===== config.mk =====
export PLATFORM = sky130hd
export DESIGN_NAME = voxel_ray_traversal_3d
export DESIGN_NICKNAME = d
export VERILOG_FILES = /design/src/hw/rtl/vrt_pkg.sv /design/src/hw/rtl/vrt_bounds.sv /design/src/hw/rtl/vrt_core.sv /design/src/hw/rtl/voxel_ray_traversal_3d.sv
export SDC_FILE = /design/constraint.sdc
export NUM_CORES = 1
export LEC_CHECK = 0
export BUFFER_PORTS_ARGS = -buffer_cell sky130_fd_sc_hd__buf_2
export CAP_MARGIN = 0
export CORE_UTILIZATION = 35
export DETAILED_ROUTE_END_ITERATION = 10
export SYNTH_ARGS = -nofsm -noshare
export SYNTH_HDL_FRONTEND = slang
export SYNTH_SLANG_ARGS = --single-unit

===== constraint.sdc =====
create_clock -name clk -period 29.2 [get_ports clk]
set_clock_uncertainty 0.05 [all_clocks]
set_input_delay 2.92 -clock clk [delete_from_list [all_inputs] [get_ports clk]]
set_output_delay 2.92 -clock clk [all_outputs]
set_load 0.02 [all_outputs]

===== src/hw/rtl/vrt_pkg.sv =====
// Shared types, constants and the axis selection table for the voxel ray traversal block.
// No dependencies; every other RTL file imports this package.
`default_nettype none

package vrt_pkg;

  // Default parameter values
  localparam int COORD_BITS_DEF = 10;
  localparam int DIST_BITS_DEF  = 32;

  // Fixed port widths
  localparam int VOX_W  = 10;
  localparam int TIN_W  = 32;
  localparam int CFG_W  = 11;
  localparam int CNT_W  = 12;
  localparam int IDX_W  = 2;

  localparam logic [CFG_W-1:0] GRID_RESET = CFG_W'(1024);
  localparam logic [CNT_W-1:0] COUNT_MAX  = '1;

  // Operation codes
  localparam logic OP_LOAD = 1'b0;
  localparam logic OP_STEP = 1'b1;

  // Configuration register indexes
  localparam logic [IDX_W-1:0] REG_GRID_X = 2'd0;
  localparam logic [IDX_W-1:0] REG_GRID_Y = 2'd1;
  localparam logic [IDX_W-1:0] REG_GRID_Z = 2'd2;

  typedef enum logic [1:0] {
    AXIS_X = 2'd0,
    AXIS_Y = 2'd1,
    AXIS_Z = 2'd2
  } axis_t;

  // One request as held in the input register
  typedef struct packed {
    logic             op;
    logic [VOX_W-1:0] start_x;
    logic [VOX_W-1:0] start_y;
    logic [VOX_W-1:0] start_z;
    logic [2:0]       step_neg;
    logic [TIN_W-1:0] tmax_x;
    logic [TIN_W-1:0] tmax_y;
    logic [TIN_W-1:0] tmax_z;
    logic [TIN_W-1:0] tdelta_x;
    logic [TIN_W-1:0] tdelta_y;
    logic [TIN_W-1:0] tdelta_z;
  } item_t;

  // One result
  typedef struct packed {
    logic [VOX_W-1:0] voxel_x;
    logic [VOX_W-1:0] voxel_y;
    logic [VOX_W-1:0] voxel_z;
    logic             voxel_valid;
    logic             done;
    logic [CNT_W-1:0] count;
  } res_t;

  // code = {tx<ty, tx<tz, ty<tz}; ties follow the table
  function automatic axis_t axis_lookup(input logic [2:0] code);
    axis_t ax;
    case (code)
      3'b000:  ax = AXIS_Z;
      3'b001:  ax = AXIS_Y;
      3'b010:  ax = AXIS_Z;
      3'b011:  ax = AXIS_Y;
      3'b100:  ax = AXIS_Z;
      3'b101:  ax = AXIS_Z;
      3'b110:  ax = AXIS_X;
      3'b111:  ax = AXIS_X;
      default: ax = AXIS_Z;
    endcase
    return ax;
  endfunction

endpackage

`default_nettype wire


===== src/hw/rtl/vrt_bounds.sv =====
// Grid bounds check: all three coordinates below the clamped grid sizes.
// Depends on vrt_pkg.
`default_nettype none

module vrt_bounds import vrt_pkg::*; #(
  parameter int COORD_BITS = COORD_BITS_DEF
) (
  input  wire logic [2:0][COORD_BITS:0] cur,
  input  wire logic [2:0][CFG_W-1:0]    grid_size,
  output logic                          bounds_ok
);

  localparam int CUR_W = COORD_BITS + 1;
  localparam int CMP_W = (CUR_W > CFG_W) ? CUR_W : CFG_W;
  localparam logic [CMP_W-1:0] SPAN = CMP_W'(1) << COORD_BITS;

  logic [2:0]            ok;
  logic [2:0][CMP_W-1:0] eff;

  for (genvar a = 0; a < 3; a++) begin : g_axis
    // clamp sizes beyond the coordinate range
    assign eff[a] = (CMP_W'(grid_size[a]) > SPAN) ? SPAN : CMP_W'(grid_size[a]);
    assign ok[a]  = CMP_W'(cur[a]) < eff[a];
  end

  assign bounds_ok = &ok;

endmodule

`default_nettype wire


===== src/hw/rtl/vrt_core.sv =====
// Ray state registers and the combinational load / step datapath.
// Depends on vrt_pkg and vrt_bounds.
`default_nettype none

module vrt_core import vrt_pkg::*; #(
  parameter int COORD_BITS = COORD_BITS_DEF,
  parameter int DIST_BITS  = DIST_BITS_DEF
) (
  input  wire logic                    clk,
  input  wire logic                    rst_n,
  input  wire logic                    fire,
  input  wire item_t                   item,
  input  wire logic [2:0][CFG_W-1:0]   grid_size,
  output res_t                         res
);

  localparam int CUR_W = COORD_BITS + 1;

  logic [2:0][CUR_W-1:0]     cur_r, cur_nxt;
  logic [2:0]                sign_r, sign_nxt;
  logic [2:0][DIST_BITS-1:0] bd_r, bd_nxt;
  logic [2:0][DIST_BITS-1:0] cd_r, cd_nxt;
  logic [CNT_W-1:0]          cnt_r, cnt_nxt;
  logic                      fin_r, fin_nxt;

  logic [2:0][CUR_W-1:0]     load_cur, step_cur;
  logic [2:0][DIST_BITS-1:0] step_bd, load_bd, load_cd;
  logic [2:0]                code;
  axis_t                     ax;
  logic                      load_in, step_in;

  assign load_cur[0] = CUR_W'(COORD_BITS'(item.start_x));
  assign load_cur[1] = CUR_W'(COORD_BITS'(item.start_y));
  assign load_cur[2] = CUR_W'(COORD_BITS'(item.start_z));
  assign load_bd[0]  = DIST_BITS'(item.tmax_x);
  assign load_bd[1]  = DIST_BITS'(item.tmax_y);
  assign load_bd[2]  = DIST_BITS'(item.tmax_z);
  assign load_cd[0]  = DIST_BITS'(item.tdelta_x);
  assign load_cd[1]  = DIST_BITS'(item.tdelta_y);
  assign load_cd[2]  = DIST_BITS'(item.tdelta_z);

  assign code = {bd_r[0] < bd_r[1], bd_r[0] < bd_r[2], bd_r[1] < bd_r[2]};
  assign ax   = axis_lookup(code);

  for (genvar a = 0; a < 3; a++) begin : g_axis
    logic               hit;
    logic [DIST_BITS:0] sum;
    assign hit = (ax == axis_t'(2'(a)));
    assign sum = {1'b0, bd_r[a]} + {1'b0, cd_r[a]};
    assign step_cur[a] = !hit      ? cur_r[a] :
                         sign_r[a] ? cur_r[a] - CUR_W'(1) : cur_r[a] + CUR_W'(1);
    // saturate at all ones so infinity stays infinite
    assign step_bd[a]  = !hit ? bd_r[a] :
                         sum[DIST_BITS] ? {DIST_BITS{1'b1}} : sum[DIST_BITS-1:0];
  end

  vrt_bounds #(.COORD_BITS(COORD_BITS)) u_bounds_load (
    .cur       (load_cur),
    .grid_size (grid_size),
    .bounds_ok (load_in)
  );

  vrt_bounds #(.COORD_BITS(COORD_BITS)) u_bounds_step (
    .cur       (step_cur),
    .grid_size (grid_size),
    .bounds_ok (step_in)
  );

  always_comb begin
    cur_nxt  = cur_r;
    sign_nxt = sign_r;
    bd_nxt   = bd_r;
    cd_nxt   = cd_r;
    cnt_nxt  = cnt_r;
    fin_nxt  = fin_r;
    res             = '0;
    res.done        = 1'b1;
    res.count       = cnt_r;
    if (item.op == OP_LOAD) begin
      cur_nxt  = load_cur;
      sign_nxt = item.step_neg;
      bd_nxt   = load_bd;
      cd_nxt   = load_cd;
      if (load_in) begin
        fin_nxt         = 1'b0;
        cnt_nxt         = CNT_W'(1);
        res.voxel_x     = VOX_W'(load_cur[0][COORD_BITS-1:0]);
        res.voxel_y     = VOX_W'(load_cur[1][COORD_BITS-1:0]);
        res.voxel_z     = VOX_W'(load_cur[2][COORD_BITS-1:0]);
        res.voxel_valid = 1'b1;
        res.done        = 1'b0;
        res.count       = CNT_W'(1);
      end else begin
        fin_nxt   = 1'b1;
        cnt_nxt   = '0;
        res.count = '0;
      end
    end else if (!fin_r) begin
      cur_nxt = step_cur;
      if (step_in) begin
        if (cnt_r != COUNT_MAX) begin
          cnt_nxt = cnt_r + CNT_W'(1);
        end
        bd_nxt          = step_bd;
        res.voxel_x     = VOX_W'(step_cur[0][COORD_BITS-1:0]);
        res.voxel_y     = VOX_W'(step_cur[1][COORD_BITS-1:0]);
        res.voxel_z     = VOX_W'(step_cur[2][COORD_BITS-1:0]);
        res.voxel_valid = 1'b1;
        res.done        = 1'b0;
        res.count       = cnt_nxt;
      end else begin
        fin_nxt = 1'b1;
      end
    end
  end

  always_ff @(posedge clk) begin
    if (!rst_n) begin
      cur_r  <= '0;
      sign_r <= '0;
      bd_r   <= '0;
      cd_r   <= '0;
      cnt_r  <= '0;
      fin_r  <= 1'b1;
    end else if (fire) begin
      cur_r  <= cur_nxt;
      sign_r <= sign_nxt;
      bd_r   <= bd_nxt;
      cd_r   <= cd_nxt;
      cnt_r  <= cnt_nxt;
      fin_r  <= fin_nxt;
    end
  end

endmodule

`default_nettype wire


===== src/hw/rtl/voxel_ray_traversal_3d.sv =====
// A request waits in the input register until the result register is free, then passes
// through the core; its result is held on out_* until taken. The block takes one request
// per cycle unless out_stall holds a result; a load or step is one pass through the core.
// The input register, core state and the result register form the whole path.
// Reset (rst_n low, synchronous): no ray loaded, all grid sizes 1024, both registers empty.
// A step with no ray loaded reports done with a count of zero.
`default_nettype none

module voxel_ray_traversal_3d import vrt_pkg::*; #(
  parameter int COORD_BITS = COORD_BITS_DEF,
  parameter int DIST_BITS  = DIST_BITS_DEF
) (
  input  wire logic             clk,
  input  wire logic             rst_n,
  // configuration write channel
  input  wire logic             cfg_valid,
  output logic                  cfg_ready,
  input  wire logic [IDX_W-1:0] cfg_index,
  input  wire logic [CFG_W-1:0] cfg_data,
  // request channel
  input  wire logic             in_valid,
  output logic                  in_stall,
  input  wire logic             in_operation,
  input  wire logic [VOX_W-1:0] in_start_x,
  input  wire logic [VOX_W-1:0] in_start_y,
  input  wire logic [VOX_W-1:0] in_start_z,
  input  wire logic [2:0]       in_step_negative,
  input  wire logic [TIN_W-1:0] in_tmax_x,
  input  wire logic [TIN_W-1:0] in_tmax_y,
  input  wire logic [TIN_W-1:0] in_tmax_z,
  input  wire logic [TIN_W-1:0] in_tdelta_x,
  input  wire logic [TIN_W-1:0] in_tdelta_y,
  input  wire logic [TIN_W-1:0] in_tdelta_z,
  // result channel
  output logic                  out_valid,
  input  wire logic             out_stall,
  output logic [VOX_W-1:0]      out_voxel_x,
  output logic [VOX_W-1:0]      out_voxel_y,
  output logic [VOX_W-1:0]      out_voxel_z,
  output logic                  out_voxel_valid,
  output logic                  out_traversal_done,
  output logic [CNT_W-1:0]      out_visited_count
);

  logic [2:0][CFG_W-1:0] grid_r;

  logic  in_vld_r, in_vld_nxt;
  item_t item_r;
  logic  out_vld_r, out_vld_nxt;
  res_t  res_r;
  res_t  res_c;

  logic  in_take;   // request enters the input register
  logic  out_load;  // result register free this cycle
  logic  fire;      // request in the input register moves through the core

  // Configuration writes always complete; issue them only while no request is in flight.
  assign cfg_ready = 1'b1;

  always_ff @(posedge clk) begin
    if (!rst_n) begin
      grid_r <= {GRID_RESET, GRID_RESET, GRID_RESET};
    end else if (cfg_valid && cfg_ready) begin
      case (cfg_index)
        REG_GRID_X: grid_r[0] <= cfg_data;
        REG_GRID_Y: grid_r[1] <= cfg_data;
        REG_GRID_Z: grid_r[2] <= cfg_data;
        default: ;  // drop writes beyond the register list
      endcase
    end
  end

  // Handshake: the result register frees up when empty or when taken; the
  // input register stalls while it holds a request and a finished result still waits.
  assign out_load = !out_vld_r || !out_stall;
  assign fire     = in_vld_r && out_load;
  assign in_stall = in_vld_r && !out_load;
  assign in_take  = in_valid && !in_stall;

  always_comb begin
    in_vld_nxt = in_vld_r;
    if (in_take) begin
      in_vld_nxt = 1'b1;
    end else if (fire) begin
      in_vld_nxt = 1'b0;
    end
    out_vld_nxt = out_vld_r;
    if (fire) begin
      out_vld_nxt = 1'b1;
    end else if (!out_stall) begin
      out_vld_nxt = 1'b0;
    end
  end

  always_ff @(posedge clk) begin
    if (!rst_n) begin
      in_vld_r  <= 1'b0;
      out_vld_r <= 1'b0;
    end else begin
      in_vld_r  <= in_vld_nxt;
      out_vld_r <= out_vld_nxt;
    end
  end

  // Capture the request payload
  always_ff @(posedge clk) begin
    if (in_take) begin
      item_r.op       <= in_operation;
      item_r.start_x  <= in_start_x;
      item_r.start_y  <= in_start_y;
      item_r.start_z  <= in_start_z;
      item_r.step_neg <= in_step_negative;
      item_r.tmax_x   <= in_tmax_x;
      item_r.tmax_y   <= in_tmax_y;
      item_r.tmax_z   <= in_tmax_z;
      item_r.tdelta_x <= in_tdelta_x;
      item_r.tdelta_y <= in_tdelta_y;
      item_r.tdelta_z <= in_tdelta_z;
    end
  end

  // Core: ray state plus one load or one voxel step per fire
  vrt_core #(
    .COORD_BITS (COORD_BITS),
    .DIST_BITS  (DIST_BITS)
  ) u_core (
    .clk       (clk),
    .rst_n     (rst_n),
    .fire      (fire),
    .item      (item_r),
    .grid_size (grid_r),
    .res       (res_c)
  );

  // Hold the result until the consumer takes it
  always_ff @(posedge clk) begin
    if (fire) begin
      res_r <= res_c;
    end
  end

  assign out_valid          = out_vld_r;
  assign out_voxel_x        = res_r.voxel_x;
  assign out_voxel_y        = res_r.voxel_y;
  assign out_voxel_z        = res_r.voxel_z;
  assign out_voxel_valid    = res_r.voxel_valid;
  assign out_traversal_done = res_r.done;
  assign out_visited_count  = res_r.count;

`ifndef NO_ASSERTIONS
  a_stall_cause: assert property (@(posedge clk) disable iff (!rst_n)
    in_stall |-> (out_vld_r && out_stall))
    else $error("input stalled without a blocked result");

  a_fire_fills: assert property (@(posedge clk) disable iff (!rst_n)
    fire |=> out_vld_r)
    else $error("core result lost");

  a_valid_xor_done: assert property (@(posedge clk) disable iff (!rst_n)
    out_vld_r |-> (res_r.voxel_valid != res_r.done))
    else $error("voxel_valid and done both set or both clear");

  a_count_nonzero: assert property (@(posedge clk) disable iff (!rst_n)
    (out_vld_r && res_r.voxel_valid) |-> (res_r.count != '0))
    else $error("valid voxel reported with zero count");
`endif

endmodule

`default_nettype wire


* Word level (Yosys, flattened, before mapping)
Memories as Yosys holds them, arrays and structs flattened. Index checks and enable logic that the tools add are counted.
Word-level totals: bits in registers 546, memory bits (read-only) 16, input port bits 244, output and inout port bits 47, memories 1
Memories:
- (no name shown) | words 8, bits a word 2, rd ports 1, clocked after Yosys merged registers in 0, wr ports 0, RTL line vrt_pkg.sv:64 | case (code)
Operators by class: $add $sub $neg 10, magnitude comparators 12, equal/unequal tests 11, mux-type cells 37, bitwise logic cells 1, reductions and logical operators 22
Operators with widths (number):
- 2-to-1 mux 96 bit | 3
- 2-to-1 mux 32 bit | 7
- 2-to-1 mux 44 bit | 3
- adder 32 x 32 -> 33 bit | 3
- 2-to-1 mux 11 bit | 9
- < comparator 32 bit | 3
- 2-to-1 mux 33 bit | 2
- 2-to-1 mux 12 bit | 4
- adder 11 x 1 -> 11 bit (second input constant) | 3
- greater-than comparator 11 bit (second input constant) | 3
- < comparator 10 x 11 -> 1 bit | 3
- < comparator 11 bit | 3
- subtractor 11 x 1 -> 11 bit (second input constant) | 3
- adder 12 x 1 -> 12 bit (second input constant) | 1
- != test 12 bit (second input constant) | 1
- AND reduction 4 bit | 3
- != test 2 x 1 -> 1 bit (second input constant) | 5
- AND reduction 2 bit | 5
- 2-to-1 mux 1 bit | 9
- AND reduction 3 bit | 3
- equality test 2 x 1 -> 1 bit (second input constant) | 2
- equality test 2 bit (second input constant) | 2
- zero test 1 bit | 4
- zero test 2 bit | 2
- 5 further kinds | 7

* Longest topological paths before layout
An unclocked memory read counts as a cell.
word-level depth 9, mapped depth 26

* By module
From an unflattened synthesis, not the netlist that was laid out.
Unflattened totals: cell total of the unflattened synthesis 3005, area total of the unflattened synthesis 29214.3 um^2
By module, submodules not included:
- vrt_core | times used 1, cells an instance 2397, area an instance 18270.0 um^2
- voxel_ray_traversal_3d | times used 1, cells an instance 401, area an instance 9436.6 um^2
- vrt_bounds at u_core.u_bounds_load | times used 1, cells an instance 104, area an instance 757.0 um^2
- vrt_bounds at u_core.u_bounds_step | times used 1, cells an instance 103, area an instance 750.7 um^2

* Worst setup path after synthesis
No wires, ideal clock.
path type input to register, start in out_stall, end reg item_r[0] (netlist name), enable pin, library setup time 838 ps, arrival time 13069 ps, slack 15243 ps, cell stages on the path 2, buffers on the path 0, cell sequence and3_1 > nor2b_1
Between the ends: cells in the longest elaborated chain, start to end 6
RTL lines:
- from (decl) | RTL line voxel_ray_traversal_3d.sv:36 | input wire logic out_stall,
- zero test 1 bit
- logical OR 1 bit | RTL line voxel_ray_traversal_3d.sv:75 | assign out_load = !out_vld_r || !out_stall;
- zero test 1 bit | RTL line voxel_ray_traversal_3d.sv:77 | assign in_stall = in_vld_r && !out_load;
- logical AND 1 bit | RTL line voxel_ray_traversal_3d.sv:77
- zero test 1 bit | RTL line voxel_ray_traversal_3d.sv:78 | assign in_take = in_valid && !in_stall;
- logical AND 1 bit | RTL line voxel_ray_traversal_3d.sv:78
- net in_take | RTL line voxel_ray_traversal_3d.sv:53 | logic in_take;
- to (decl) | RTL line voxel_ray_traversal_3d.sv:48 | item_t item_r;
The timed path passes the listed nets, and every way through them passes these cells. A chain may end at the register's enable or synchronous reset.

==> impl_metrics.json <==
{
  "status": "completed",
  "grt_pass1_wl_um": 130800,
  "vias_per_cell": 5.225,
  "syn2layout_area_growth_pct": 16.53,
  "synth_seq_area_share_pct": 45.71,
  "power_density_mw_per_mm2": 59.24,
  "rr_endpoint": "out_voxel_x[3]",
  "cts_root_buffer": "clkbuf_16",
  "setup_tns_ns": 0,
  "grt_usage_pct": 19.56,
  "design.core.area_mm2": 0.08395,
  "dp.cells": 4280,
  "clock_tree.htree_level_count": 3,
  "drc_errors": 0,
  "regToRegSetupSlack_ns": 21.71,
  "crit_type": "reg2reg",
  "startpoint_type": "flop",
  "p_leak_nw": 14.25,
  "die_area_mm2": 0.08638,
  "crit_path_end": "out_voxel_x[3]",
  "ys_seq_elements": 546,
  "place_ws_ns": 21.77,
  "postCtsSetupBuffers": 0,
  "place_congestion": 0.9265,
  "die_w_um": 293.9,
  "cts_sinks": 546,
  "n_antenna_cell": 0,
  "cts_tree": "yes",
  "seqCellArea_mm2": 0.01363,
  "cts_inserted_buffers": 66,
  "synth_top_area_share_pct": 27.19,
  "wl_um": 85940,
  "maxSlewViolCount": 0,
  "grt_pass1_vias": 22260,
  "antenna_left": 0,
  "hpwl_um": 63270,
  "worstPathMaxFanout": 33,
  "synth.cell_area_mm2": 0.02982,
  "fin_crit_sh_pct": 25.67,
  "r2r_start": "u_core.bd_r[74]",
  "yosys_warnings": 0,
  "syn_nets": 3488,
  "synth_cells": 2965,
  "worstPathArrival_ns": 7.89,
  "syn_area_per_cell_um2": 10.06,
  "dr.pass1.iters": 5,
  "ir_drop_uv": 39.86,
  "clk_path_buf_depth": 3,
  "die_h_um": 293.9,
  "drtIter0Drc": 1430,
  "grt.overflow.total": 0,
  "synth_flop_cell": "dfxtp_1",
  "tightestPinTransition_ns": 1.217,
  "rsz0062_at_grt": "no",
  "clk_latency_ns": 0.61,
  "drive_gt1_share_pct": 15.12,
  "multi_input_area_mm2": 0.01527,
  "hold_buffers": 0,
  "post_synth_num_cell_types": 86,
  "grt_max_degree": 137,
  "synth_area_leaders": "edfxtp_1 (27%), dfxtp_1 (19%), ha_1 (11%)",
  "io_buffers": 289,
  "synth-edff-count": 270,
  "wire_per_inst_um": 19.52,
  "antenna_found_initial": 1,
  "final_common_cell": "nand2_1",
  "n_fill_cell": 8256,
  "start_util_pct": 35.52,
  "clock.fmax_mhz": 133.4,
  "fin_cells": 4402,
  "endpoint_kind": "flop",
  "pin_count": 291,
  "timing.final.ws_setup_ns": 21.71,
  "relSlewSlack_pct": 18.41,
  "layout_min_cycle_time_ns": 7.494,
  "synthArstFlopShare_pct": 0,
  "startpoint": "u_core.bd_r[74]",
  "final_cell_mix": "nand2_1 (400), buf_2 (288), dfxtp_1 (276), ha_1 (273), edfxtp_1 (270)",
  "cp.required_ns": 29.60,
  "max-cap-violations": 0,
  "fp-row-count": 106,
  "hold_viol_final": 0,
  "finalSetupViolCount": 0,
  "yosysTopAreaCell": "edfxtp_1",
  "nNetsFinal": 3737,
  "hold_path_class": "reg2reg",
  "via_count": 23000,
  "cts_resized": 0,
  "path_clk_slew_ns": 0.06,
  "reg2regPathDepth": 21
}
-- metrics by stage --
step	hold WS, ns	power, mW	instance area (um^2)	util [%]
floorplan	0.3978	1.085	29820	-
global placement	0.4165	1.185	32400	38.59
detailed placement	0.4211	1.188	32400	38.59
global route	0.4461	2.143	34750	41.40
CTS	0.4277	2.082	34750	41.40
finish	0.4279	2.059	34750	41.40
-- synth_stat cells (all sizes together) (9+ instances only) --
cell type    n
clkbuf     100
a21oi      159
edfxtp     270
dfxtp      276
o22ai       14
o211ai      20
o21ai      149
mux2i       54
nor3        30
a311oi      10
a211o       27
nand3       50
nor2b       51
o21bai      30
and3        24
ha         273
inv        119
buf         30
xor2        32
nor4         9
mux2        12
nand2      402
a211oi      15
a32o        31
nand4       28
or3         17
nor2       127
a21o        70
or2         40
a21boi     138
and2        30
a22o        35
o21a        58
a31oi        9
o221a       25
a2111oi      9
nand2b      29
o31ai       10
xnor2       65
-- critical path, stage by stage, from the launching register on --
cell and delay [ns]:
dfxtp_1 0.35, inv_1 0.12, ha_1 0.31, a21o_1 0.16, a221o_1 0.34, a221oi_1 0.33
nand3_1 0.22, a311oi_2 0.51, nand2_2 0.45, nand2_1 0.66, o21bai_1 0.27, xnor2_1 0.11
ha_1 0.35, a22o_1 0.19, nor4_1 0.18, nand3_1 0.11, a211oi_1 0.20, o221ai_1 0.37
a211oi_1 0.53, nand3_2 0.40, nor2_4 0.83, a22o_1 0.26
-- where the power goes --
group	total [mW]	leakage (nW)	internal (mW)	switching [mW]
sequential	0.872	4.87	0.845	0.0271
clock	0.888	1.15	0.546	0.342
combinational	0.299	8.23	0.111	0.188
-- kinds of logic after synthesis --
| family | Yosys count | share of synthesized area, % |
|---|---|---|
| and+or+nand+nor | 862 | 13.49 |
| xor gates and xnor gates | 97 | 2.849 |
| AOI/OAI and AO/OA | 865 | 20.51 |
| other | 1 | 0.01257 |
| DFF | 546 | 45.71 |
| adders and majority gates | 279 | 11.86 |
| muxes | 66 | 2.265 |
| buffers and inverters | 249 | 3.306 |
-- layer usage --
metal	part of all wire, %	track usage (%)	vias up
li1	-	-	11390
met1	45	25.92	10950
met2	47	32.89	537
met3	4.8	2.908	121
met4	2.5	5.615	0
met5	0	0	-
-- layout make-up --
| cell class | instances | area share, % |
|---|---|---|
| multi-input combinational | 2170 | 43.94 |
| clock buffer | 83 | 5.263 |
| sequential | 546 | 39.23 |
| tap | 1134 | 4.083 |
| clock inverter | 39 | 1.508 |
| timing repair buffer | 311 | 4.691 |
| inverter | 119 | 1.285 |
-- state kept, by name (all words and copies together) (netlist names) --
register            cells
out_traversal_done      1
u_core.bd_r            96
out_valid               1
in_vld_r                1
u_core.cd_r            96
item_r                226
u_core.sign_r           3
out_voxel_valid         1
u_core.cur_r           33
u_core.cnt_r           12
grid_r                 33
out_voxel_x            10
out_voxel_z            10
out_visited_count      12
out_voxel_y            10
u_core.fin_r            1
-- worst min path at each step --
stage                                from         endpoint  cells after the start
final                     u_core.cd_r[20]  u_core.cd_r[20]                      2
after CTS                 u_core.cd_r[20]  u_core.cd_r[20]                      2
after global placement    u_core.cd_r[92]  u_core.cd_r[92]                      2
after floorplan            u_core.cd_r[0]   u_core.cd_r[0]                      2
after global routing      u_core.cd_r[95]  u_core.cd_r[95]                      2
after detailed placement  u_core.cd_r[59]  u_core.cd_r[59]                      2
Power figures use the tool's default switching activity.
